[src/rtl/parallel_copy_sequencer_macros.svh]
// assertion macros shared by the sequencer modules
`ifndef PARALLEL_COPY_SEQUENCER_MACROS_SVH
`define PARALLEL_COPY_SEQUENCER_MACROS_SVH

// condition a implies condition c in the same cycle
`define PCS_ASSERT_IMP(label, a, c, msg) \
	label: assert property (@(posedge clk) disable iff (!arst_n) (a) |-> (c)) \
		else $error(msg);

// condition a implies condition c in the next cycle
`define PCS_ASSERT_NXT(label, a, c, msg) \
	label: assert property (@(posedge clk) disable iff (!arst_n) (a) |=> (c)) \
		else $error(msg);

`endif

[src/rtl/pcs_pkg.sv]
// shared constants and types of the parallel copy sequencer
`default_nettype none
package pcs_pkg;

	localparam int DEF_MAX_COPIES = 32;
	localparam int DEF_REG_BITS   = 11;
	localparam int IN_REG_W       = 11;
	localparam int IDX_OUT_W      = 6;
	localparam int S_TDATA_W      = 24;
	localparam int M_TDATA_W      = 8;

	typedef enum logic [3:0] {
		S_LOAD = 4'b0001,
		S_SCAN = 4'b0010,
		S_CMP  = 4'b0100,
		S_DEC  = 4'b1000
	} state_t;

	typedef struct packed {
		logic load;
		logic cmp;
		logic sched_set;
		logic clear;
		logic emit;
		logic stuck;
		logic last;
	} cmd_t;

	typedef struct packed {
		logic sched_k;
		logic qualifies;
		logic out_free;
	} sts_t;

endpackage
`default_nettype wire

[src/rtl/pcs_ram.sv]
// generic single-write, registered-read ram
`default_nettype none
module pcs_ram #(
	parameter int WIDTH = 8,
	parameter int DEPTH = 32
) (
	input  wire logic                     clk,
	input  wire logic                     we,
	input  wire logic [$clog2(DEPTH)-1:0] waddr,
	input  wire logic [WIDTH-1:0]         wdata,
	input  wire logic [$clog2(DEPTH)-1:0] raddr,
	output logic      [WIDTH-1:0]         rdata
);

	logic [WIDTH-1:0] mem_q [DEPTH];

	always_ff @(posedge clk) begin
		if (we) begin
			mem_q[waddr] <= wdata;
		end
		rdata <= mem_q[raddr];
	end

endmodule
`default_nettype wire

[src/rtl/pcs_datapath.sv]
// copy storage, lane comparators, scheduled flags and output register
`default_nettype none
`include "parallel_copy_sequencer_macros.svh"
module pcs_datapath import pcs_pkg::*; #(
	parameter int MAX_COPIES = DEF_MAX_COPIES,
	parameter int REG_BITS   = DEF_REG_BITS,
	parameter int IDX_W      = $clog2(MAX_COPIES),
	parameter int CNT_W      = $clog2(MAX_COPIES + 1)
) (
	input  wire logic                 clk,
	input  wire logic                 arst_n,
	input  wire cmd_t                 cmd,
	input  wire logic [IDX_W-1:0]     k_idx,
	output sts_t                      sts,
	output logic      [CNT_W-1:0]     count,
	input  wire logic [S_TDATA_W-1:0] s_axis_tdata,
	output logic                      m_axis_tvalid,
	input  wire logic                 m_axis_tready,
	output logic      [M_TDATA_W-1:0] m_axis_tdata,
	output logic                      m_axis_tuser,
	output logic                      m_axis_tlast
);

	localparam logic [CNT_W-1:0] MAX_CNT = CNT_W'(MAX_COPIES);

	logic [CNT_W-1:0]      count_q;
	logic [MAX_COPIES-1:0] sched_q;
	logic [REG_BITS-1:0]   src_lane_q [MAX_COPIES];
	logic [MAX_COPIES-1:0] match_q;
	logic                  self_q;
	logic                  wr_en;
	logic [REG_BITS-1:0]   in_dst;
	logic [REG_BITS-1:0]   in_src;
	logic [31:0]           dst_ext;
	logic [31:0]           src_ext;
	logic [2*REG_BITS-1:0] rdata;
	logic [REG_BITS-1:0]   rd_dst;
	logic [REG_BITS-1:0]   rd_src;
	logic                  out_valid_q;
	logic [IDX_OUT_W-1:0]  out_idx_q;
	logic                  out_stuck_q;
	logic                  out_last_q;
	logic                  out_free;

	assign dst_ext = 32'(signed'(s_axis_tdata[IN_REG_W-1:0]));
	assign src_ext = 32'(signed'(s_axis_tdata[2*IN_REG_W-1:IN_REG_W]));
	assign in_dst  = dst_ext[REG_BITS-1:0];
	assign in_src  = src_ext[REG_BITS-1:0];
	assign wr_en   = cmd.load && (count_q < MAX_CNT);

	pcs_ram #(
		.WIDTH(2 * REG_BITS),
		.DEPTH(MAX_COPIES)
	) u_copy_ram (
		.clk  (clk),
		.we   (wr_en),
		.waddr(count_q[IDX_W-1:0]),
		.wdata({in_src, in_dst}),
		.raddr(k_idx),
		.rdata(rdata)
	);

	assign rd_dst = rdata[REG_BITS-1:0];
	assign rd_src = rdata[2*REG_BITS-1:REG_BITS];

	always_ff @(posedge clk) begin
		for (int m = 0; m < MAX_COPIES; m++) begin
			if (wr_en && (count_q == CNT_W'(m))) begin
				src_lane_q[m] <= in_src;
			end
		end
		if (cmd.cmp) begin
			self_q <= (rd_dst == rd_src);
			for (int m = 0; m < MAX_COPIES; m++) begin
				match_q[m] <= (CNT_W'(m) < count_q) && !sched_q[m]
					&& (IDX_W'(m) != k_idx) && (src_lane_q[m] == rd_dst);
			end
		end
	end

	always_ff @(posedge clk or negedge arst_n) begin
		if (!arst_n) begin
			count_q <= '0;
			sched_q <= '0;
		end else if (cmd.clear) begin
			count_q <= '0;
			sched_q <= '0;
		end else begin
			if (wr_en) begin
				count_q <= count_q + 1'b1;
			end
			if (cmd.sched_set) begin
				sched_q[k_idx] <= 1'b1;
			end
		end
	end

	// output beat register
	assign out_free = !out_valid_q || m_axis_tready;

	always_ff @(posedge clk or negedge arst_n) begin
		if (!arst_n) begin
			out_valid_q <= 1'b0;
		end else if (cmd.emit) begin
			out_valid_q <= 1'b1;
		end else if (m_axis_tready) begin
			out_valid_q <= 1'b0;
		end
	end

	always_ff @(posedge clk) begin
		if (cmd.emit) begin
			out_idx_q   <= cmd.stuck ? '0 : IDX_OUT_W'(k_idx);
			out_stuck_q <= cmd.stuck;
			out_last_q  <= cmd.last;
		end
	end

	assign sts.sched_k   = sched_q[k_idx];
	assign sts.qualifies = self_q || !(|match_q);
	assign sts.out_free  = out_free;
	assign count         = count_q;

	assign m_axis_tvalid = out_valid_q;
	assign m_axis_tdata  = M_TDATA_W'(out_idx_q);
	assign m_axis_tuser  = out_stuck_q;
	assign m_axis_tlast  = out_last_q;

	`PCS_ASSERT_IMP(a_no_overwrite, cmd.emit, out_free, "result beat overwritten")
	`PCS_ASSERT_IMP(a_sched_once, cmd.sched_set, !sched_q[k_idx], "copy scheduled twice")
	`PCS_ASSERT_NXT(a_group_cleared, cmd.clear, (count_q == '0) && (sched_q == '0), "group not cleared")

endmodule
`default_nettype wire

[src/rtl/pcs_ctrl.sv]
// ordering state machine with candidate and slot counters
`default_nettype none
`include "parallel_copy_sequencer_macros.svh"
module pcs_ctrl import pcs_pkg::*; #(
	parameter int MAX_COPIES = DEF_MAX_COPIES,
	parameter int IDX_W      = $clog2(MAX_COPIES),
	parameter int CNT_W      = $clog2(MAX_COPIES + 1)
) (
	input  wire logic             clk,
	input  wire logic             arst_n,
	input  wire logic             s_axis_tvalid,
	output logic                  s_axis_tready,
	input  wire logic             s_axis_tlast,
	input  wire sts_t             sts,
	input  wire logic [CNT_W-1:0] count,
	output cmd_t                  cmd,
	output logic      [IDX_W-1:0] k_idx
);

	state_t           state_q;
	state_t           state_d;
	logic [CNT_W-1:0] k_q;
	logic [CNT_W-1:0] k_d;
	logic [CNT_W-1:0] pos_q;
	logic [CNT_W-1:0] pos_d;
	logic [CNT_W-1:0] pos_inc;
	logic             accept;

	assign s_axis_tready = (state_q == S_LOAD);
	assign accept        = s_axis_tvalid && s_axis_tready;
	assign pos_inc       = pos_q + 1'b1;
	assign k_idx         = k_q[IDX_W-1:0];

	always_comb begin
		state_d = state_q;
		k_d     = k_q;
		pos_d   = pos_q;
		cmd     = '0;
		case (state_q)
			S_LOAD: begin
				cmd.load = accept;
				if (accept && s_axis_tlast) begin
					k_d     = '0;
					pos_d   = '0;
					state_d = S_SCAN;
				end
			end
			S_SCAN: begin
				if (k_q == count) begin
					// no pending copy qualifies: cycle
					if (sts.out_free) begin
						cmd.emit  = 1'b1;
						cmd.stuck = 1'b1;
						cmd.last  = 1'b1;
						cmd.clear = 1'b1;
						state_d   = S_LOAD;
					end
				end else if (sts.sched_k) begin
					k_d = k_q + 1'b1;
				end else begin
					state_d = S_CMP;
				end
			end
			S_CMP: begin
				cmd.cmp = 1'b1;
				state_d = S_DEC;
			end
			S_DEC: begin
				if (sts.qualifies) begin
					if (sts.out_free) begin
						cmd.emit      = 1'b1;
						cmd.sched_set = 1'b1;
						cmd.last      = (pos_inc == count);
						if (pos_inc == count) begin
							cmd.clear = 1'b1;
							state_d   = S_LOAD;
						end else begin
							pos_d   = pos_inc;
							k_d     = '0;
							state_d = S_SCAN;
						end
					end
				end else begin
					k_d     = k_q + 1'b1;
					state_d = S_SCAN;
				end
			end
			default: begin
				state_d = S_LOAD;
			end
		endcase
	end

	always_ff @(posedge clk or negedge arst_n) begin
		if (!arst_n) begin
			state_q <= S_LOAD;
			k_q     <= '0;
			pos_q   <= '0;
		end else begin
			state_q <= state_d;
			k_q     <= k_d;
			pos_q   <= pos_d;
		end
	end

	`PCS_ASSERT_IMP(a_k_in_range, state_q != S_LOAD, k_q <= count, "candidate past group end")
	`PCS_ASSERT_IMP(a_pos_in_range, state_q != S_LOAD, pos_q < count, "slot past group end")
	`PCS_ASSERT_NXT(a_back_to_load, cmd.clear, state_q == S_LOAD, "group end not back to load")

endmodule
`default_nettype wire

[src/rtl/parallel_copy_sequencer.sv]
// Loading: one copy beat per cycle; a non-final beat produces no result.
// Ordering after the final beat: each candidate test runs ram read (S_SCAN), lane
// compare against the sources of other unscheduled copies (S_CMP) and decide (S_DEC);
// a scheduled copy is skipped in S_SCAN; S_DEC holds while the output register is busy.
// Input is not taken while a group is being ordered; the output register decouples m_axis.
// arst_n clears the state machine, copy count, scheduled flags and output valid.
`default_nettype none
module parallel_copy_sequencer import pcs_pkg::*; #(
	parameter int MAX_COPIES = DEF_MAX_COPIES,
	parameter int REG_BITS   = DEF_REG_BITS
) (
	input  wire logic                 clk,
	input  wire logic                 arst_n,
	input  wire logic                 s_axis_tvalid,
	output logic                      s_axis_tready,
	// dest_register [10:0], source_register [21:11], zero [23:22]
	input  wire logic [S_TDATA_W-1:0] s_axis_tdata,
	input  wire logic                 s_axis_tlast,
	output logic                      m_axis_tvalid,
	input  wire logic                 m_axis_tready,
	// copy_index [5:0], zero [7:6]
	output logic      [M_TDATA_W-1:0] m_axis_tdata,
	// stuck [0]
	output logic                      m_axis_tuser,
	output logic                      m_axis_tlast
);

	localparam int IDX_W = $clog2(MAX_COPIES);
	localparam int CNT_W = $clog2(MAX_COPIES + 1);

	cmd_t             cmd;
	sts_t             sts;
	logic [IDX_W-1:0] k_idx;
	logic [CNT_W-1:0] count;

	pcs_ctrl #(
		.MAX_COPIES(MAX_COPIES),
		.IDX_W     (IDX_W),
		.CNT_W     (CNT_W)
	) u_ctrl (
		.clk          (clk),
		.arst_n       (arst_n),
		.s_axis_tvalid(s_axis_tvalid),
		.s_axis_tready(s_axis_tready),
		.s_axis_tlast (s_axis_tlast),
		.sts          (sts),
		.count        (count),
		.cmd          (cmd),
		.k_idx        (k_idx)
	);

	pcs_datapath #(
		.MAX_COPIES(MAX_COPIES),
		.REG_BITS  (REG_BITS),
		.IDX_W     (IDX_W),
		.CNT_W     (CNT_W)
	) u_datapath (
		.clk          (clk),
		.arst_n       (arst_n),
		.cmd          (cmd),
		.k_idx        (k_idx),
		.sts          (sts),
		.count        (count),
		.s_axis_tdata (s_axis_tdata),
		.m_axis_tvalid(m_axis_tvalid),
		.m_axis_tready(m_axis_tready),
		.m_axis_tdata (m_axis_tdata),
		.m_axis_tuser (m_axis_tuser),
		.m_axis_tlast (m_axis_tlast)
	);

endmodule
`default_nettype wire
[config.mk]
export PLATFORM = sky130hd
export DESIGN_NAME = parallel_copy_sequencer
export DESIGN_NICKNAME = d
export VERILOG_FILES = /design/src/rtl/pcs_pkg.sv /design/src/rtl/pcs_ram.sv /design/src/rtl/pcs_datapath.sv /design/src/rtl/pcs_ctrl.sv /design/src/rtl/parallel_copy_sequencer.sv
export VERILOG_INCLUDE_DIRS = /design/src /design/src/rtl
export SDC_FILE = /design/constraint.sdc
export NUM_CORES = 1
export LEC_CHECK = 0
export BUFFER_PORTS_ARGS = -buffer_cell sky130_fd_sc_hd__buf_4
export CAP_MARGIN = 20
export CORE_MARGIN = 2
export CORE_UTILIZATION = 63
export DETAILED_ROUTE_END_ITERATION = 12
export PLACE_DENSITY = 0.85
export SETUP_SLACK_MARGIN = 0.1
export SYNTH_ARGS = -nofsm -noshare
export SYNTH_HDL_FRONTEND = slang
export SYNTH_HIERARCHICAL = 1
export SYNTH_SLANG_ARGS = --single-unit
export TNS_END_PERCENT = 10
[constraint.sdc]
create_clock -name clk -period 6 [get_ports clk]
set_input_delay 1.2 -clock clk [delete_from_list [all_inputs] [get_ports clk]]
set_output_delay 1.2 -clock clk [all_outputs]
set_load 0.03 [all_outputs]
After elaboration in Yosys (flattened, before gate mapping)
Memories as Yosys holds them, arrays and structs flattened. A register that Yosys moved wholly into a read port is not among the register bits. Index checks and enable logic that the tools add are counted. W data, S select, Z words.

Flip-flop bits (word level): 96. Memory bits (writable): 1056. Bits of input ports: 29. Output and inout bits: 12. Word-level logic and storage cells: 575. Memories: 2.

Memory list: u_datapath.u_copy_ram.mem_q (words 32, bits a word 22, rd ports 1, clocked after Yosys merged registers in 1, write ports 1, RTL line pcs_ram.sv:15) `logic [WIDTH-1:0] mem_q [DEPTH];`; u_datapath.src_lane_q (words 32, bits a word 11, rd ports 32, clocked after Yosys merged registers in 0, write ports 1, RTL line pcs_datapath.sv:28) `logic [REG_BITS-1:0] src_lane_q [MAX_COPIES];`.

Add/subtract/negate cells: 3. Magnitude comparators: 35. Eq/ne operators: 111. Multiplexer cells: 201. Bitwise operators: 1. Reduce and logical (&&, ||, !) cells: 210.

Operator list (number): $eq A11 B11 Y1 (33); $mux W11 (31); $reduce_or A11 Y1 (31); $mux W5 (31); $logic_and A1 B1 Y1 (132); $mux W1 (108); $eq A6 B5 Y1 const B (16); $lt A5 B6 Y1 const A (16); $ne A5 B5 Y1 const A (16); $mux W6 (11); $mux W32 (2); $eq A6 B4 Y1 const B (8); $lt A4 B6 Y1 const A (8); $ne A4 B5 Y1 const A (8); $logic_not A1 Y1 (34); $mux W4 (8); $or A32 B32 Y32 (1); $reduce_or A32 Y1 (1); $eq A6 B3 Y1 const B (4); $lt A3 B6 Y1 const A (4); $ne A3 B5 Y1 const A (4); $add A6 B1 Y6 const B (3); $pmux W6 S3 (1); $pmux W4 S4 (1); other kinds (33) (49).

Logic depth before layout (Yosys ltp)
Depth in word-level cells: 39. Gate-level depth with buffers: 13. Gate-level depth less buffers: 9.

Hierarchy
The synthesis kept the hierarchy.

By module, submodules not included: pcs_ram (instances 1, cells an instance 1550, area an instance 27984.3 µm²); pcs_datapath (instances 1, cells an instance 1285, area an instance 19088.3 µm²); pcs_ctrl (instances 1, cells an instance 147, area an instance 1305.0 µm²).

Worst setup path after synthesis
OpenSTA, ideal clock, no wires.

Path kind: register to register. Start point: register u_ctrl.state_q[0]. End point: memory u_datapath/u_copy_ram/mem_q[12][0] (netlist name) (enable). Setup time: 0.401 ns. Data arrival time: 4.390 ns. Slack: 1.210 ns. Cell stages (with the launch flop): 9. Buffers on the path: 3. Clock period less this slack: 4.790 ns. Cells stage by stage: dfstp_2 > buf_2 > nor4b_1 > and2_1 > nor2b_1 > buf_2 > or3b_2 > clkbuf_1 > nor2_1.

RTL lines: start: declaration (RTL line pcs_ctrl.sv:20) `state_t state_q;`; start signal: assignment (RTL line pcs_ctrl.sv:100) `state_q <= state_d;`; end: declaration (RTL line pcs_ram.sv:15).

==> impl.org <==
** Power and ir drop
- Leakage component of the power :: 16.8 nW
- Summing internal, switching and leakage power gives 21.0 mW.
- For this design the ratio of total power to cell area is 396 nW/um^2.
- IR analysis of the VDD net gives a maximum drop of 0.399 mV.

** Worst setup path
- Counting both buffers and inverters, the worst setup path holds a total of 2.
- Launching element type of the critical path :: flop
- In this design, the critical path's most frequently occurring cell is sky130_fd_sc_hd__buf_4.
- In this run the register-to-register setup slack is 1990 ps.
- Critical-path cell with the highest stage delay :: sky130_fd_sc_hd__nor4b_1
- Type of the worst setup path :: reg -> reg
- The critical path goes through nor4b_1 > and2_1 > nor2b_1 > buf_4 > nand3b_1 > nor2_2 > buf_4.
- On the worst path, the slowest cell contributes a delay of 730 ps.
- Largest delay contributor family on the critical path :: simple AND/OR/NAND/NOR gates
- Maximum fanout count along the critical path :: 14
- Category of the worst setup path capture point :: flop
- STA puts the critical path data arrival time at 4380 ps.
- Data on the critical path is required at its endpoint by 6360 ps.

** Timing
- Fmax :: 0.249 GHz
- Max Slew Vio Count :: 0
- Final period demand of the worst path :: 4010 ps
- Final clock skew :: 38.7 ps
- After layout, the worst path uses 66.9% of the clock period.
- Setup repair after global routing left no endpoint under its margin.
- On the final layout, the worst hold slack is 523 ps.
- Max-slew headroom :: 24.3%
- PnR worst setup slack :: 1990 ps
- Least-Margin Pin Slew :: 1130 ps
- Number of endpoints failing setup at the final stage :: 0
- Total Negative Setup Slacks :: 0 ps
- The number of failing hold endpoints at the final stage is 0.

** Synthesis
- Counting flops with a built-in enable in the synthesized netlist gives 1096.
- Share of flip-flops with an asynchronous set or reset after synthesis :: 4.69%
- Synthesized netlist cell count :: 2982
- Post-synthesis sequential element count :: 1173
- Main flop type after synthesis :: sky130_fd_sc_hd__edfxtp_1
- Number of warning messages in the yosys log :: 6
- Per-instance average area after synthesis :: 16.2 sq um
- In this run the cell area of the synthesized design comes to 48400 sq um.
- Share of the synthesized area in the top cell type :: 68.0%
- After synthesis, the cell types taking the most area are sky130_fd_sc_hd__edfxtp_1 68%, sky130_fd_sc_hd__mux2i_1 7.4%, sky130_fd_sc_hd__xor2_1 3.7%.
- Yosys mapped the design onto 72 distinct sky130hd cell types.
- For this run, the register share of the synthesized area comes to 71.8%.
- sky130_fd_sc_hd__edfxtp_1 takes more of the synthesized area than any other cell.

** Routing
- First-pass iteration count of the detailed router :: 6
- Initial drt markers :: 3815
- Routed WL per cell :: 28.4 um
- In this run the remaining antenna-violating nets after routing total 0.
- After detailed routing, the number of vias per cell comes to 6.71.
- Count of unresolved DRC violations after routing :: 0
- Summed over all layers, the routed wires come to 118 mm.
- Across all layers, the routed design uses 27846 vias.

** Final layout
- Number of nets in the finished design :: 3062
- In the final layout, the multi-input gates occupy 12500 sq um.
- Sequential cell area :: 34700 sq um
- Number of diodes added for antenna fixing :: 0
- Share of final-layout standard cells stronger than drive strength 1 :: 12.1%
- Area Overhead vs Synth :: 9.80%
- Final core utilization :: 69.9%
- Counting the fill cells in the layout gives 4443.

** Clocking
- CTS Buf Count :: 108
- The tree is rooted in a sky130_fd_sc_hd__clkbuf_16.
- In this run, post-CTS repair resized a total of 0 instances.
- CTS clock-pin slew for the worst setup and hold paths :: 70 ps
- Deepest clock path buffer count :: 3
- Sinks on Clock Net :: 1173
- At the later pin of the worst-skew pair, clock insertion delay measures 690 ps.
- Post-CTS setup repair buffer count :: 0
- The H-tree generated during clock tree synthesis spans 3 levels.
- Clock tree from TritonCTS :: yes
- Number of hold-repair buffers added at the cts stage :: 0

** Global route
- M1 GR Usage :: 37.9%
- GRT met2 Usage :: 49.8%
- Number of antenna violations at the first check in global routing :: 2
- Remaining global-route overflow :: 0
- Most used routing layer :: met2
- Global routing consumed, on the met3 layer, 5.29% of the routing resources.
- Global-route usage over all layers :: 29.7%
- Entering global routing, the biggest net connects 138 pins.
- The via count of the first global-routing pass came to 27791.
- The first global-routing pass estimated 172 mm of wire.

** Place
- At the placement stage, the worst setup path has a slack of 2110 ps.
- At the end of routability-driven placement, the weighted congestion stood at 0.923.
- HPWL after detailed placement :: 61.2 mm
- During placement, the flow inserted port buffers numbering 35.

** Die
- Area of the core :: 75900 sq um
- Die Span X :: 281 um
- Initial Utilization :: 63.7%
- From bottom edge to top edge, the die measures 281 um.
- Boundary pin count :: 41
- Core Rows :: 101
- The floorplan step defined a die boundary enclosing 79000 sq um.

** Run
- Across the run, the number of max-cap violations was 0.

** Hold path
- In this run the worst hold path is classified as reg -> reg.

** Outcome
- The flow ran to the end, and the final reports show no timing, DRC or antenna violations.
[logic make-up (layout without fill, tap and decap cells)]
logic type | after synthesis | count (layout) | share of synthesized area (%)
compound gates | 321 | 321 | 4.73
xor+xnor | 380 | 380 | 6.88
fa+ha+maj | 7 | 7 | 0.181
buf+inv | 190 | 325 | 2.58
flops | 1173 | 1173 | 71.8
mux | 364 | 364 | 7.69
other cells | 1 | 3 | 0.00775
simple gates | 546 | 546 | 6.15
[final cells by class]
class / count / share of cell area [%]
clock buffers: 136 / 5.42
clock inverters: 67 / 1.34
inverters: 9 / 0.0636
multi-input cells: 1621 / 23.6
flip-flops and latches: 1173 / 65.4
well taps: 1030 / 2.43
repair buffers: 113 / 1.72
[synth_stat cells, types with 4 or more instances]
master	instances
sky130_fd_sc_hd__ha_1	7
sky130_fd_sc_hd__xor2_1	206
sky130_fd_sc_hd__a22oi_1	93
sky130_fd_sc_hd__buf_2	63
sky130_fd_sc_hd__clkbuf_1	40
sky130_fd_sc_hd__nor3_1	42
sky130_fd_sc_hd__xnor2_1	174
sky130_fd_sc_hd__o21ai_0	15
sky130_fd_sc_hd__nor2b_1	12
sky130_fd_sc_hd__or4_1	7
sky130_fd_sc_hd__or3_1	6
sky130_fd_sc_hd__a211oi_1	5
sky130_fd_sc_hd__nand3b_1	8
sky130_fd_sc_hd__a211o_1	6
sky130_fd_sc_hd__nor4_1	54
sky130_fd_sc_hd__a31oi_1	24
sky130_fd_sc_hd__nor4_2	12
sky130_fd_sc_hd__a21oi_1	89
sky130_fd_sc_hd__or2_2	6
sky130_fd_sc_hd__nand2_1	77
sky130_fd_sc_hd__buf_6	34
sky130_fd_sc_hd__edfxtp_1	1096
sky130_fd_sc_hd__nand3_1	72
sky130_fd_sc_hd__nand2b_1	16
sky130_fd_sc_hd__a2111oi_2	10
sky130_fd_sc_hd__o211ai_1	5
sky130_fd_sc_hd__a22o_1	44
sky130_fd_sc_hd__mux4_2	6
sky130_fd_sc_hd__o31ai_1	5
sky130_fd_sc_hd__nor2_1	121
sky130_fd_sc_hd__mux2i_1	358
sky130_fd_sc_hd__buf_8	5
sky130_fd_sc_hd__o21ai_1	6
sky130_fd_sc_hd__o22ai_1	4
sky130_fd_sc_hd__inv_1	9
sky130_fd_sc_hd__and2_1	8
sky130_fd_sc_hd__dfxtp_1	22
sky130_fd_sc_hd__and3_1	5
sky130_fd_sc_hd__dfrtp_1	54
sky130_fd_sc_hd__buf_4	38
sky130_fd_sc_hd__nand4_1	74
[layout by cell type (no fill, tap or decap), types with 7 or more instances in the layout]
master	synthesis	routed
sky130_fd_sc_hd__dfxtp_1	22	11
sky130_fd_sc_hd__nor3_1	42	42
sky130_fd_sc_hd__nor2b_1	12	10
sky130_fd_sc_hd__inv_1	9	9
sky130_fd_sc_hd__edfxtp_1	1096	1096
sky130_fd_sc_hd__nand4_1	74	74
sky130_fd_sc_hd__a22o_1	44	44
sky130_fd_sc_hd__a21oi_1	89	89
sky130_fd_sc_hd__clkbuf_16	0	109
sky130_fd_sc_hd__a31oi_1	24	24
sky130_fd_sc_hd__buf_4	38	108
sky130_fd_sc_hd__o21ai_0	15	15
sky130_fd_sc_hd__nor4_1	54	52
sky130_fd_sc_hd__dfxtp_2	0	11
sky130_fd_sc_hd__or4_1	7	7
sky130_fd_sc_hd__bufinv_16	0	12
sky130_fd_sc_hd__clkbuf_1	40	22
sky130_fd_sc_hd__clkinv_2	0	25
sky130_fd_sc_hd__nand3_1	72	72
sky130_fd_sc_hd__xnor2_1	174	174
sky130_fd_sc_hd__a22oi_1	93	93
sky130_fd_sc_hd__mux2i_1	358	358
sky130_fd_sc_hd__nand2_1	77	77
sky130_fd_sc_hd__nand2b_1	16	16
sky130_fd_sc_hd__dfrtp_1	54	52
sky130_fd_sc_hd__nand3b_1	8	8
sky130_fd_sc_hd__xor2_1	206	206
sky130_fd_sc_hd__and2_1	8	7
sky130_fd_sc_hd__ha_1	7	7
sky130_fd_sc_hd__nor2_2	1	33
sky130_fd_sc_hd__nor2_1	121	88
sky130_fd_sc_hd__nor4_2	12	14
sky130_fd_sc_hd__clkinv_1	0	19
sky130_fd_sc_hd__a2111oi_2	10	10
[worst paths after layout]
kind,cells after the start,to,startpoint
min,1,u_ctrl/k_q[5],u_ctrl/k_q[5]
min in group asynchronous,1,u_ctrl/state_q[3],arst_n
min reg2reg,1,u_ctrl/k_q[5],u_ctrl/k_q[5]
max in group asynchronous,1,u_ctrl/k_q[0],arst_n
max,7,u_datapath/u_copy_ram/mem_q[14][3],u_ctrl/state_q[0]
max reg2reg,7,u_datapath/u_copy_ram/mem_q[14][3],u_ctrl/state_q[0]
[sequential cells by signal, indices dropped and copies added (netlist names), 4 cells and up]
name                         cells
u_datapath/out_idx_q             5
u_datapath/sched_q              32
u_datapath/u_copy_ram/mem_q    704
u_datapath/src_lane_q          352
u_ctrl/state_q                   4
u_datapath/u_copy_ram/rdata     22
u_datapath/count                 6
u_ctrl/k_q                       6
u_ctrl/pos_q                     6
u_datapath/match_q              32
[report_power, final]
part	switching, mW	total (mW)	internal, mW
clock	2.96	6.89	3.93
combinational	2.90	4.54	1.64
sequential	0.278	9.59	9.31
[stage by stage]
step / instance area (sq um) / instances
after floorplan: 48400 / 2984
final: 53100 / 4149
after global routing: 53100 / 4149
after global placement: 49500 / 3942
after detailed placement: 49500 / 3943
after CTS: 53100 / 4146
[worst reg2reg max path: stages, from the launching register on]
cell and delay (ps):
sky130_fd_sc_hd__dfstp_2 660, sky130_fd_sc_hd__nor4b_1 730, sky130_fd_sc_hd__and2_1 370, sky130_fd_sc_hd__nor2b_1 170, sky130_fd_sc_hd__buf_4 310, sky130_fd_sc_hd__nand3b_1 480
sky130_fd_sc_hd__nor2_2 600, sky130_fd_sc_hd__buf_4 360
[per-layer routing]
layer / routed length (um) / vias to the layer above
met3: 12500 / 437
met5: 16 / -
met2: 58000 / 2037
li1: - / 11498
met4: 6140 / 2
met1: 41300 / 13872
(Power assumes the default switching activity.)
